File: src/hw/rtl/dbt_pkg.sv
// ============================================================================
// dbt_pkg - shared types and constants for the brew timer
// Command codes, outcome codes, configuration register indexes, field widths
// and reset values used by the debounced button brew timer.
// ============================================================================
`default_nettype none

package dbt_pkg;

    // Field widths
    localparam int CMD_W      = 2;
    localparam int SECS_W     = 16;
    localparam int DBS_W      = 8;
    localparam int TPS_W      = 10;
    localparam int OUTCOME_W  = 2;
    localparam int TICKS_W    = 26;     // width of ticks_remaining on the bus
    localparam int PROD_W     = SECS_W + TPS_W;
    localparam int CFG_ADDR_W = 2;
    localparam int CFG_DATA_W = 16;
    localparam int S_DATA_W   = 24;     // 17 payload bits padded to bytes
    localparam int S_USER_W   = CMD_W;
    localparam int M_DATA_W   = 32;     // 30 payload bits padded to bytes

    // Input commands
    typedef enum logic [CMD_W-1:0] {
        CMD_TICK   = 2'd0,
        CMD_START  = 2'd1,
        CMD_STOP   = 2'd2,
        CMD_FINISH = 2'd3
    } cmd_t;

    // Outcome of the last run
    typedef enum logic [OUTCOME_W-1:0] {
        OUTCOME_NONE      = 2'd0,
        OUTCOME_CANCELLED = 2'd1,
        OUTCOME_COMPLETED = 2'd2
    } outcome_t;

    // Configuration register indexes
    localparam logic [CFG_ADDR_W-1:0] CFG_DEFAULT_DURATION = 2'd0;
    localparam logic [CFG_ADDR_W-1:0] CFG_DEBOUNCE_SAMPLES = 2'd1;
    localparam logic [CFG_ADDR_W-1:0] CFG_TICKS_PER_SECOND = 2'd2;

    // Configuration reset values
    localparam logic [SECS_W-1:0] DEFAULT_DURATION_RST = 16'd300;
    localparam logic [DBS_W-1:0]  DEBOUNCE_SAMPLES_RST = 8'd5;
    localparam logic [TPS_W-1:0]  TICKS_PER_SECOND_RST = 10'd100;

    // One result beat
    typedef struct packed {
        logic [TICKS_W-1:0]   ticks_remaining;
        logic                 button_click;
        logic [OUTCOME_W-1:0] last_result;
        logic                 relay_on;
    } result_t;

endpackage : dbt_pkg

`default_nettype wire

File: src/hw/rtl/debounced_button_brew_timer.sv
// ============================================================================
// debounced_button_brew_timer - timed relay controller with button debounce
// Ticks carry the raw button level into a same-level debouncer; a debounced
// press toggles the run. Commands start, stop or finish a run directly.
// ============================================================================
//
// Every accepted beat produces exactly one result beat. The whole update
// (debounce, countdown, run length multiply of seconds by ticks per second)
// is done in the cycle the beat is accepted, so one beat is taken per clock
// while s_tready is high. Results are registered in a two-entry buffer
// that decouples the sides; s_tready only drops while both entries are held.
// Configuration writes belong in idle periods.
//
`default_nettype none

module debounced_button_brew_timer
    import dbt_pkg::*;
#(
    parameter int TICK_COUNT_BITS = 26
)
(
    input  wire logic                  clk,
    input  wire logic                  rst_n,

    // Configuration write port
    input  wire logic                  cfg_we,
    input  wire logic [CFG_ADDR_W-1:0] cfg_addr,
    input  wire logic [CFG_DATA_W-1:0] cfg_wdata,

    // Input stream
    input  wire logic                  s_tvalid,
    output logic                       s_tready,
    input  wire logic [S_DATA_W-1:0]   s_tdata,  // [0] button_level, [16:1] run_secs
    input  wire logic [S_USER_W-1:0]   s_tuser,  // [1:0] cmd

    // Result stream
    output logic                       m_tvalid,
    input  wire logic                  m_tready,
    output logic [M_DATA_W-1:0]        m_tdata   // [0] relay_on, [2:1] last_result,
                                                 // [3] button_click, [29:4] ticks_remaining
);

    localparam int TC = TICK_COUNT_BITS;
    localparam logic [TC-1:0] TC_ONE = {{(TC-1){1'b0}}, 1'b1};

    // ------------------------------------------------------------------
    // Configuration registers
    // ------------------------------------------------------------------
    logic [SECS_W-1:0] default_duration_reg;
    logic [DBS_W-1:0]  debounce_samples_reg;
    logic [TPS_W-1:0]  ticks_per_second_reg;

    always_ff @(posedge clk or negedge rst_n)
    begin
        if (!rst_n)
        begin
            default_duration_reg <= DEFAULT_DURATION_RST;
            debounce_samples_reg <= DEBOUNCE_SAMPLES_RST;
            ticks_per_second_reg <= TICKS_PER_SECOND_RST;
        end
        else if (cfg_we)
        begin
            case (cfg_addr)
                CFG_DEFAULT_DURATION: default_duration_reg <= cfg_wdata;
                CFG_DEBOUNCE_SAMPLES: debounce_samples_reg <= cfg_wdata[DBS_W-1:0];
                CFG_TICKS_PER_SECOND: ticks_per_second_reg <= cfg_wdata[TPS_W-1:0];
                default: ;
            endcase
        end
    end

    // ------------------------------------------------------------------
    // Unit state
    // ------------------------------------------------------------------
    logic              raw_level_reg,    raw_level_next;
    logic              stable_level_reg, stable_level_next;
    logic [DBS_W-1:0]  same_count_reg,   same_count_next;
    logic              running_reg,      running_next;
    logic [TC-1:0]     ticks_left_reg,   ticks_left_next;
    outcome_t          outcome_reg,      outcome_next;

    // Input beat fields
    cmd_t              in_cmd;
    logic              in_level;
    logic [SECS_W-1:0] in_secs;
    logic              s_accept;

    assign in_cmd   = cmd_t'(s_tuser[CMD_W-1:0]);
    assign in_level = s_tdata[0];
    assign in_secs  = s_tdata[SECS_W:1];
    assign s_accept = s_tvalid && s_tready;

    // ------------------------------------------------------------------
    // Run length: seconds times ticks per second, saturated
    // ------------------------------------------------------------------
    logic [SECS_W-1:0] mul_secs;
    logic [PROD_W-1:0] run_product;
    logic [TC-1:0]     run_len;

    // A start with a nonzero duration uses it; button starts use the default
    assign mul_secs = (in_cmd == CMD_START && in_secs != '0) ? in_secs : default_duration_reg;
    assign run_product = {{TPS_W{1'b0}}, mul_secs} * {{SECS_W{1'b0}}, ticks_per_second_reg};

    generate
        if (TC > PROD_W)
        begin : g_len_wide
            assign run_len = {{(TC-PROD_W){1'b0}}, run_product};
        end
        else if (TC == PROD_W)
        begin : g_len_equal
            assign run_len = run_product;
        end
        else
        begin : g_len_sat
            assign run_len = (run_product[PROD_W-1:TC] != '0) ? {TC{1'b1}}
                                                               : run_product[TC-1:0];
        end
    endgenerate

    // ------------------------------------------------------------------
    // Next-state logic for one beat
    // ------------------------------------------------------------------
    logic click_next;

    always_comb
    begin
        raw_level_next    = raw_level_reg;
        stable_level_next = stable_level_reg;
        same_count_next   = same_count_reg;
        running_next      = running_reg;
        ticks_left_next   = ticks_left_reg;
        outcome_next      = outcome_reg;
        click_next        = 1'b0;

        case (in_cmd)
            CMD_TICK:
            begin
                if (in_level != raw_level_reg)
                begin
                    // level changed: restart the count
                    raw_level_next  = in_level;
                    same_count_next = '0;
                end
                else if (same_count_reg >= debounce_samples_reg)
                begin
                    // settled: count the run down
                    if (running_reg && ticks_left_reg != '0)
                    begin
                        if (ticks_left_reg == TC_ONE)
                        begin
                            ticks_left_next = '0;
                            outcome_next    = OUTCOME_COMPLETED;
                            running_next    = 1'b0;
                        end
                        else
                        begin
                            ticks_left_next = ticks_left_reg - TC_ONE;
                        end
                    end
                end
                else
                begin
                    same_count_next = same_count_reg + 8'd1;
                    if (same_count_next == debounce_samples_reg &&
                        in_level != stable_level_reg)
                    begin
                        stable_level_next = in_level;
                        if (!in_level)
                        begin
                            // debounced press toggles the run
                            click_next = 1'b1;
                            if (!running_reg)
                            begin
                                ticks_left_next = run_len;
                                outcome_next    = OUTCOME_NONE;
                                running_next    = 1'b1;
                            end
                            else
                            begin
                                ticks_left_next = '0;
                                outcome_next    = OUTCOME_CANCELLED;
                                running_next    = 1'b0;
                            end
                        end
                    end
                end
            end
            CMD_START:
            begin
                ticks_left_next = run_len;
                outcome_next    = OUTCOME_NONE;
                running_next    = 1'b1;
            end
            CMD_STOP:
            begin
                if (running_reg)
                begin
                    outcome_next = OUTCOME_CANCELLED;
                end
                ticks_left_next = '0;
                running_next    = 1'b0;
            end
            CMD_FINISH:
            begin
                ticks_left_next = '0;
                outcome_next    = OUTCOME_COMPLETED;
                running_next    = 1'b0;
            end
            default: ;
        endcase
    end

    always_ff @(posedge clk or negedge rst_n)
    begin
        if (!rst_n)
        begin
            raw_level_reg    <= 1'b1;
            stable_level_reg <= 1'b1;
            same_count_reg   <= '0;
            running_reg      <= 1'b0;
            ticks_left_reg   <= '0;
            outcome_reg      <= OUTCOME_NONE;
        end
        else if (s_accept)
        begin
            raw_level_reg    <= raw_level_next;
            stable_level_reg <= stable_level_next;
            same_count_reg   <= same_count_next;
            running_reg      <= running_next;
            ticks_left_reg   <= ticks_left_next;
            outcome_reg      <= outcome_next;
        end
    end

    // ------------------------------------------------------------------
    // Result beat
    // ------------------------------------------------------------------
    logic [TICKS_W-1:0] ticks_out;
    result_t            result_next;

    generate
        if (TC >= TICKS_W)
        begin : g_out_trunc
            assign ticks_out = ticks_left_next[TICKS_W-1:0];
        end
        else
        begin : g_out_ext
            assign ticks_out = {{(TICKS_W-TC){1'b0}}, ticks_left_next};
        end
    endgenerate

    always_comb
    begin
        result_next.relay_on        = running_next;
        result_next.last_result     = outcome_next;
        result_next.button_click    = click_next;
        result_next.ticks_remaining = ticks_out;
    end

    // ------------------------------------------------------------------
    // Two-entry result buffer
    // ------------------------------------------------------------------
    result_t     res_buf_reg [2];
    logic        wr_ptr_reg;
    logic        rd_ptr_reg;
    logic [1:0]  fill_reg;
    logic        m_accept;

    assign m_accept = m_tvalid && m_tready;
    assign s_tready = (fill_reg != 2'd2);
    assign m_tvalid = (fill_reg != 2'd0);
    assign m_tdata  = {{(M_DATA_W-$bits(result_t)){1'b0}}, res_buf_reg[rd_ptr_reg]};

    always_ff @(posedge clk)
    begin
        if (s_accept)
        begin
            res_buf_reg[wr_ptr_reg] <= result_next;
        end
    end

    always_ff @(posedge clk or negedge rst_n)
    begin
        if (!rst_n)
        begin
            wr_ptr_reg <= 1'b0;
            rd_ptr_reg <= 1'b0;
            fill_reg   <= 2'd0;
        end
        else
        begin
            if (s_accept)
            begin
                wr_ptr_reg <= ~wr_ptr_reg;
            end
            if (m_accept)
            begin
                rd_ptr_reg <= ~rd_ptr_reg;
            end
            if (s_accept && !m_accept)
            begin
                fill_reg <= fill_reg + 2'd1;
            end
            else if (!s_accept && m_accept)
            begin
                fill_reg <= fill_reg - 2'd1;
            end
        end
    end

    // ------------------------------------------------------------------
    // Assertions
    // ------------------------------------------------------------------
    a_fill_bound: assert property (@(posedge clk) disable iff (!rst_n)
        fill_reg != 2'd3)
        else $error("result buffer fill out of range");

    a_idle_no_ticks: assert property (@(posedge clk) disable iff (!rst_n)
        !running_reg |-> ticks_left_reg == '0)
        else $error("ticks left while relay is off");

    a_stop_clears: assert property (@(posedge clk) disable iff (!rst_n)
        s_accept && (in_cmd == CMD_STOP || in_cmd == CMD_FINISH) |=> !running_reg)
        else $error("relay still on after stop or finish");

    a_start_runs: assert property (@(posedge clk) disable iff (!rst_n)
        s_accept && in_cmd == CMD_START |=> running_reg && outcome_reg == OUTCOME_NONE)
        else $error("start did not begin a run");

endmodule : debounced_button_brew_timer

`default_nettype wire
File: config.mk
export PLATFORM = sky130hd
export DESIGN_NAME = debounced_button_brew_timer
export DESIGN_NICKNAME = d
export VERILOG_FILES = /design/src/hw/rtl/dbt_pkg.sv /design/src/hw/rtl/debounced_button_brew_timer.sv
export SDC_FILE = /design/constraint.sdc
export NUM_CORES = 1
export LEC_CHECK = 0
export BUFFER_PORTS_ARGS = -buffer_cell sky130_fd_sc_hd__buf_2
export CAP_MARGIN = 10
export CORE_MARGIN = 2
export CORE_UTILIZATION = 27
export CTS_CLUSTER_SIZE = 40
export DETAILED_ROUTE_END_ITERATION = 10
export PLACE_DENSITY_LB_ADDON = 0.15
export SLEW_MARGIN = 20
export SYNTH_ARGS = -nofsm -noshare
export SYNTH_HDL_FRONTEND = slang
export SYNTH_SLANG_ARGS = --single-unit
File: constraint.sdc
create_clock -name clk -period 9.85 [get_ports clk]
set_input_delay 0.985 -clock clk [delete_from_list [all_inputs] [get_ports clk]]
set_output_delay 0.985 -clock clk [all_outputs]
set_load 0.03 [all_outputs]
==> reports/metrics.sh <==
RUN_STATUS='completed'
SETUP.WORST_PATH.END='res_buf_reg[1][28]$_DFFE_PP_'
ANTENNA_FOUND_INITIAL=2
WORSTREGTOREGCELLS=18
CTS_MADE_BUFFERS=17
FINAL.PERIOD_UTILIZATION=0.8138
WORSTPATHARRIVAL_NS=8.28
DIE_WIDTH_UM=220.4
SETUP_REPAIR_AFTER_GLOBAL_ROUTING_MISSED_ITS_MARGIN='false'
ANTENNA_VIOLATING_NETS_POST_ROUTE=0
SYNTH_CELLS=1273
TIMING.RR.END='res_buf_reg[1][28]$_DFFE_PP_'
CRITICAL_PATH.REG2REG.STARTPOINT='ticks_per_second_reg[1]$_DFFE_PN0P_'
FLOORPLAN.CORE_AREA_UM2=46360
IO_BUFFER_COUNT=73
WORST-R2R-SETUP-SLACK_NS=3.44
WORST-SLEW-PIN-TRANSITION_NS=1.128
DETAILEDROUTE.FIRSTPASSITERATIONCOUNT=5
REPORT.FINAL.SLEW_VIOL_COUNT=0
DRT_WL_TOTAL_UM=37130
FILLER_CELL_COUNT=4854
SYNTHFLOPTYPE='sky130_fd_sc_hd__dfrtp_1'
DIEAREA_UM2=48560
TIMING.CLOCK.SKEW_NS=0.01620
WORSTPATHREQUIRED_NS=10.12
CLOCK_TREE.BUFFER_DEPTH=2
SYNTH-WARNING-COUNT=0
SYNTH_CELL_TYPE_COUNT=80
SLEW_HEADROOM=0.2454
CRITICAL_PATH.STARTPOINT='s_tuser[0]'
ROUTE.DETAILED.DRC=0
CTS_ROOT_BUF='sky130_fd_sc_hd__clkbuf_16'
DP_HPWL_UM=27550
LARGEST_REGISTER_FFS=60
NUMBER_OF_GLOBAL_ROUTE_VIAS_BEFORE_REPAIR=10411
N_ANTENNA_CELL=0
IO-PIN-COUNT=83
NUMBER_OF_FAILING_HOLD_ENDPOINTS_AT_THE_FINAL_STAGE=0
ROUTE.DETAILED.VIAS_PER_INST=4.985
CORE.ROWCOUNT=79
TRITONCTS='yes'
TIMING.FMAX_MHz=124.8
GR-USAGE-ALL-LAYERS=0.1614
FINAL_NETS=1564
GRT_MAX_DEGREE=47
FINALWORSTPATHREQUIREDPERIOD_NS=8.016
OVERALL_OVERFLOW_REMAINING_AFTER_GLOBAL_ROUTE=0
CTSHTREEMAXLEVEL=4
CRITICAL_PATH_PEAK_FANOUT=39
CRIT_TYPE='input pin to flip-flop'
POST_CTS_RESIZED=0
WIRE_LENGTH_OF_THE_FIRST_GLOBAL_ROUTING_PASS_UM=60020
HOLD_BUFS_INSERTED_AFTER_CTS=0
SYNTH_ENABLE_FLOP_CELLS=60
SINKS_ON_THE_CLOCK_NET=137
CLK_LATENCY_WORST_SKEW_PAIR_NS=0.45
FRACTION_OF_FINAL_LAYOUT_CELLS_WITH_DRIVE_STRENGTH_GREATER_THAN_1=0.1836
TNS_NS=0
ROUTE.DETAILED.WL_PER_INST_UM=19.02
FINALHOLDWORSTSLACK_NS=0.4744
TIMING.HOLD.WORST.CLASS='input pin to async pin'
CRITICAL_PATH.STARTPOINT_TYPE='input pin'
ITERATION_0_DRC_COUNT_OF_THE_DETAILED_ROUTER=571
SETUP_VIOL_COUNT_FINAL=0
SYNTH_SEQUENTIAL_AREA_RATIO=0.2961
STARTING_DENSITY_OF_THE_CORE=0.2726
GP_CONGESTION=0.8680
POSTCTS_SETUP_BUFS=0
YOSYS_REG_BITS=137
CRIT_PATH_END_KIND='flip-flop'
LAYOUT-AREA-OVERHEAD-VS-SYNTH_PCT=12.73
POST_SYNTHESIS_INSTANCE_AREA_UM2=12640
DIE_Y_UM=220.4
CAP_VIOL_MAX_COUNT=0
NUM_VIAS=9731
WORST_SETUP_HOLD_PATH_CLK_SLEW_NS=0.06
SYN_AREA_PER_CELL_UM2=9.928
YS_ASYNC_SR_FRACTION=0.5620
[metal layers]
metal	global-route usage	vias up	routed length (µm)
li1	-	4536	-
met1	0.2211	4917	17790
met2	0.2618	227	17140
met3	0.02735	49	1479
met4	0.04564	2	712
met5	0	-	9
[cell usage after synthesis (16+ instances only)]
master	n	area (µm²)
sky130_fd_sc_hd__dfrtp_1	66	1652
sky130_fd_sc_hd__o21ai_0	38	190.2
sky130_fd_sc_hd__nand3_1	20	100.1
sky130_fd_sc_hd__a31oi_1	25	156.4
sky130_fd_sc_hd__nor2_1	47	176.4
sky130_fd_sc_hd__inv_1	151	566.8
sky130_fd_sc_hd__ha_1	73	913.4
sky130_fd_sc_hd__clkbuf_1	32	120.1
sky130_fd_sc_hd__xnor2_1	25	219.0
sky130_fd_sc_hd__xor2_1	16	140.1
sky130_fd_sc_hd__mux2_2	91	1025
sky130_fd_sc_hd__nor3_1	17	85.08
sky130_fd_sc_hd__fa_1	110	2202
sky130_fd_sc_hd__nand2_1	140	525.5
sky130_fd_sc_hd__a21oi_1	44	220.2
sky130_fd_sc_hd__and2_1	81	506.7
sky130_fd_sc_hd__edfxtp_1	60	1802
[cell families after synthesis]
family / share of synthesized area
AND/OR/NAND/NOR: 0.1634
AO/OA/AOI/OAI: 0.1202
buffers and inverters: 0.06158
adder cells (fa/ha/maj): 0.2465
flip-flops: 0.2961
multiplexers: 0.08346
XOR/XNOR: 0.02841
other: 0.0002967
[worst min path at each step]
stage	start	endpoint	slack, ns
after floorplan	fill_reg[1]$_DFFE_PN0P_	fill_reg[1]$_DFFE_PN0P_	0.46
after global placement	fill_reg[1]$_DFFE_PN0P_	fill_reg[1]$_DFFE_PN0P_	0.48
after detailed placement	default_duration_reg[13]$_DFFE_PN0P_	default_duration_reg[13]$_DFFE_PN0P_	0.49
after CTS	rst_n	ticks_per_second_reg[3]$_DFFE_PN0P_	0.46
after global routing	rst_n	debounce_samples_reg[3]$_DFFE_PN0P_	0.49
final	rst_n	debounce_samples_reg[7]$_DFFE_PN0P_	0.47
[critical path: stages]
cell,delay [ns]
sky130_fd_sc_hd__buf_2,0.60
sky130_fd_sc_hd__nand2_1,0.34
sky130_fd_sc_hd__a41oi_1,0.26
sky130_fd_sc_hd__buf_4,0.26
sky130_fd_sc_hd__mux2_2,0.49
sky130_fd_sc_hd__and2_1,0.22
sky130_fd_sc_hd__fa_1,0.52
sky130_fd_sc_hd__fa_1,0.56
sky130_fd_sc_hd__fa_1,0.43
sky130_fd_sc_hd__fa_1,0.49
sky130_fd_sc_hd__inv_1,0.05
sky130_fd_sc_hd__fa_1,0.49
sky130_fd_sc_hd__inv_1,0.05
sky130_fd_sc_hd__ha_1,0.47
sky130_fd_sc_hd__a21o_1,0.25
sky130_fd_sc_hd__a22oi_1,0.11
sky130_fd_sc_hd__o32ai_1,0.45
sky130_fd_sc_hd__nor4b_1,0.12
sky130_fd_sc_hd__a2111oi_0,0.43
sky130_fd_sc_hd__o211ai_1,0.14
sky130_fd_sc_hd__or2_2,0.35
sky130_fd_sc_hd__a21oi_1,0.19
[stage by stage]
stage | setup slack, ns | instance area, µm² | std cells | util
2_1_floorplan | 2.499 | 12640 | 1274 | -
3_3_place_gp | 1.485 | 13690 | 1920 | 0.2954
3_5_place_dp | 1.371 | 13690 | 1920 | 0.2954
4_1_cts | 1.814 | 14250 | 1952 | 0.3073
5_1_grt | 1.429 | 14250 | 1952 | 0.3073
6_report | 1.834 | 14250 | 1952 | 0.3073
[cells in the final DEF, fill, tap and decap left out, types with 6 or more instances in the layout]
cell type / count
sky130_fd_sc_hd__fa_1: 110
sky130_fd_sc_hd__o21ai_0: 38
sky130_fd_sc_hd__a41oi_1: 10
sky130_fd_sc_hd__clkbuf_16: 17
sky130_fd_sc_hd__o211ai_1: 11
sky130_fd_sc_hd__nand3_1: 20
sky130_fd_sc_hd__and2_1: 81
sky130_fd_sc_hd__inv_1: 151
sky130_fd_sc_hd__dfstp_2: 11
sky130_fd_sc_hd__buf_2: 72
sky130_fd_sc_hd__a211oi_1: 8
sky130_fd_sc_hd__and3_1: 12
sky130_fd_sc_hd__ha_1: 73
sky130_fd_sc_hd__dfrtp_1: 66
sky130_fd_sc_hd__xor2_1: 16
sky130_fd_sc_hd__a21o_1: 13
sky130_fd_sc_hd__edfxtp_1: 60
sky130_fd_sc_hd__buf_4: 17
sky130_fd_sc_hd__nand2b_1: 11
sky130_fd_sc_hd__a31oi_1: 25
sky130_fd_sc_hd__nand2_1: 140
sky130_fd_sc_hd__nand4_1: 7
sky130_fd_sc_hd__or2_2: 7
sky130_fd_sc_hd__a311oi_1: 6
sky130_fd_sc_hd__nor3_1: 17
sky130_fd_sc_hd__a21oi_1: 44
sky130_fd_sc_hd__o22ai_1: 9
sky130_fd_sc_hd__or4_1: 8
sky130_fd_sc_hd__nor4_1: 11
sky130_fd_sc_hd__mux2_2: 91
sky130_fd_sc_hd__nor2_1: 46
sky130_fd_sc_hd__xnor2_1: 24
[area by class of cell]
| type | count | area (µm²) | share of cell area |
|---|---|---|---|
| Clock buffer | 19 | 432.9 | 0.03039 |
| Clock inverter | 13 | 121.4 | 0.008518 |
| Inverter | 151 | 566.8 | 0.03978 |
| Multi-Input combinational cell | 936 | 8137 | 0.5711 |
| Sequential cell | 137 | 3742 | 0.2627 |
| Tap cell | 607 | 759.5 | 0.05331 |
| Timing Repair Buffer | 89 | 488.0 | 0.03425 |
Power is left out: the tool's default activity adds up to more than one toggle a clock period on the data nets, which glitch-free logic cannot reach.
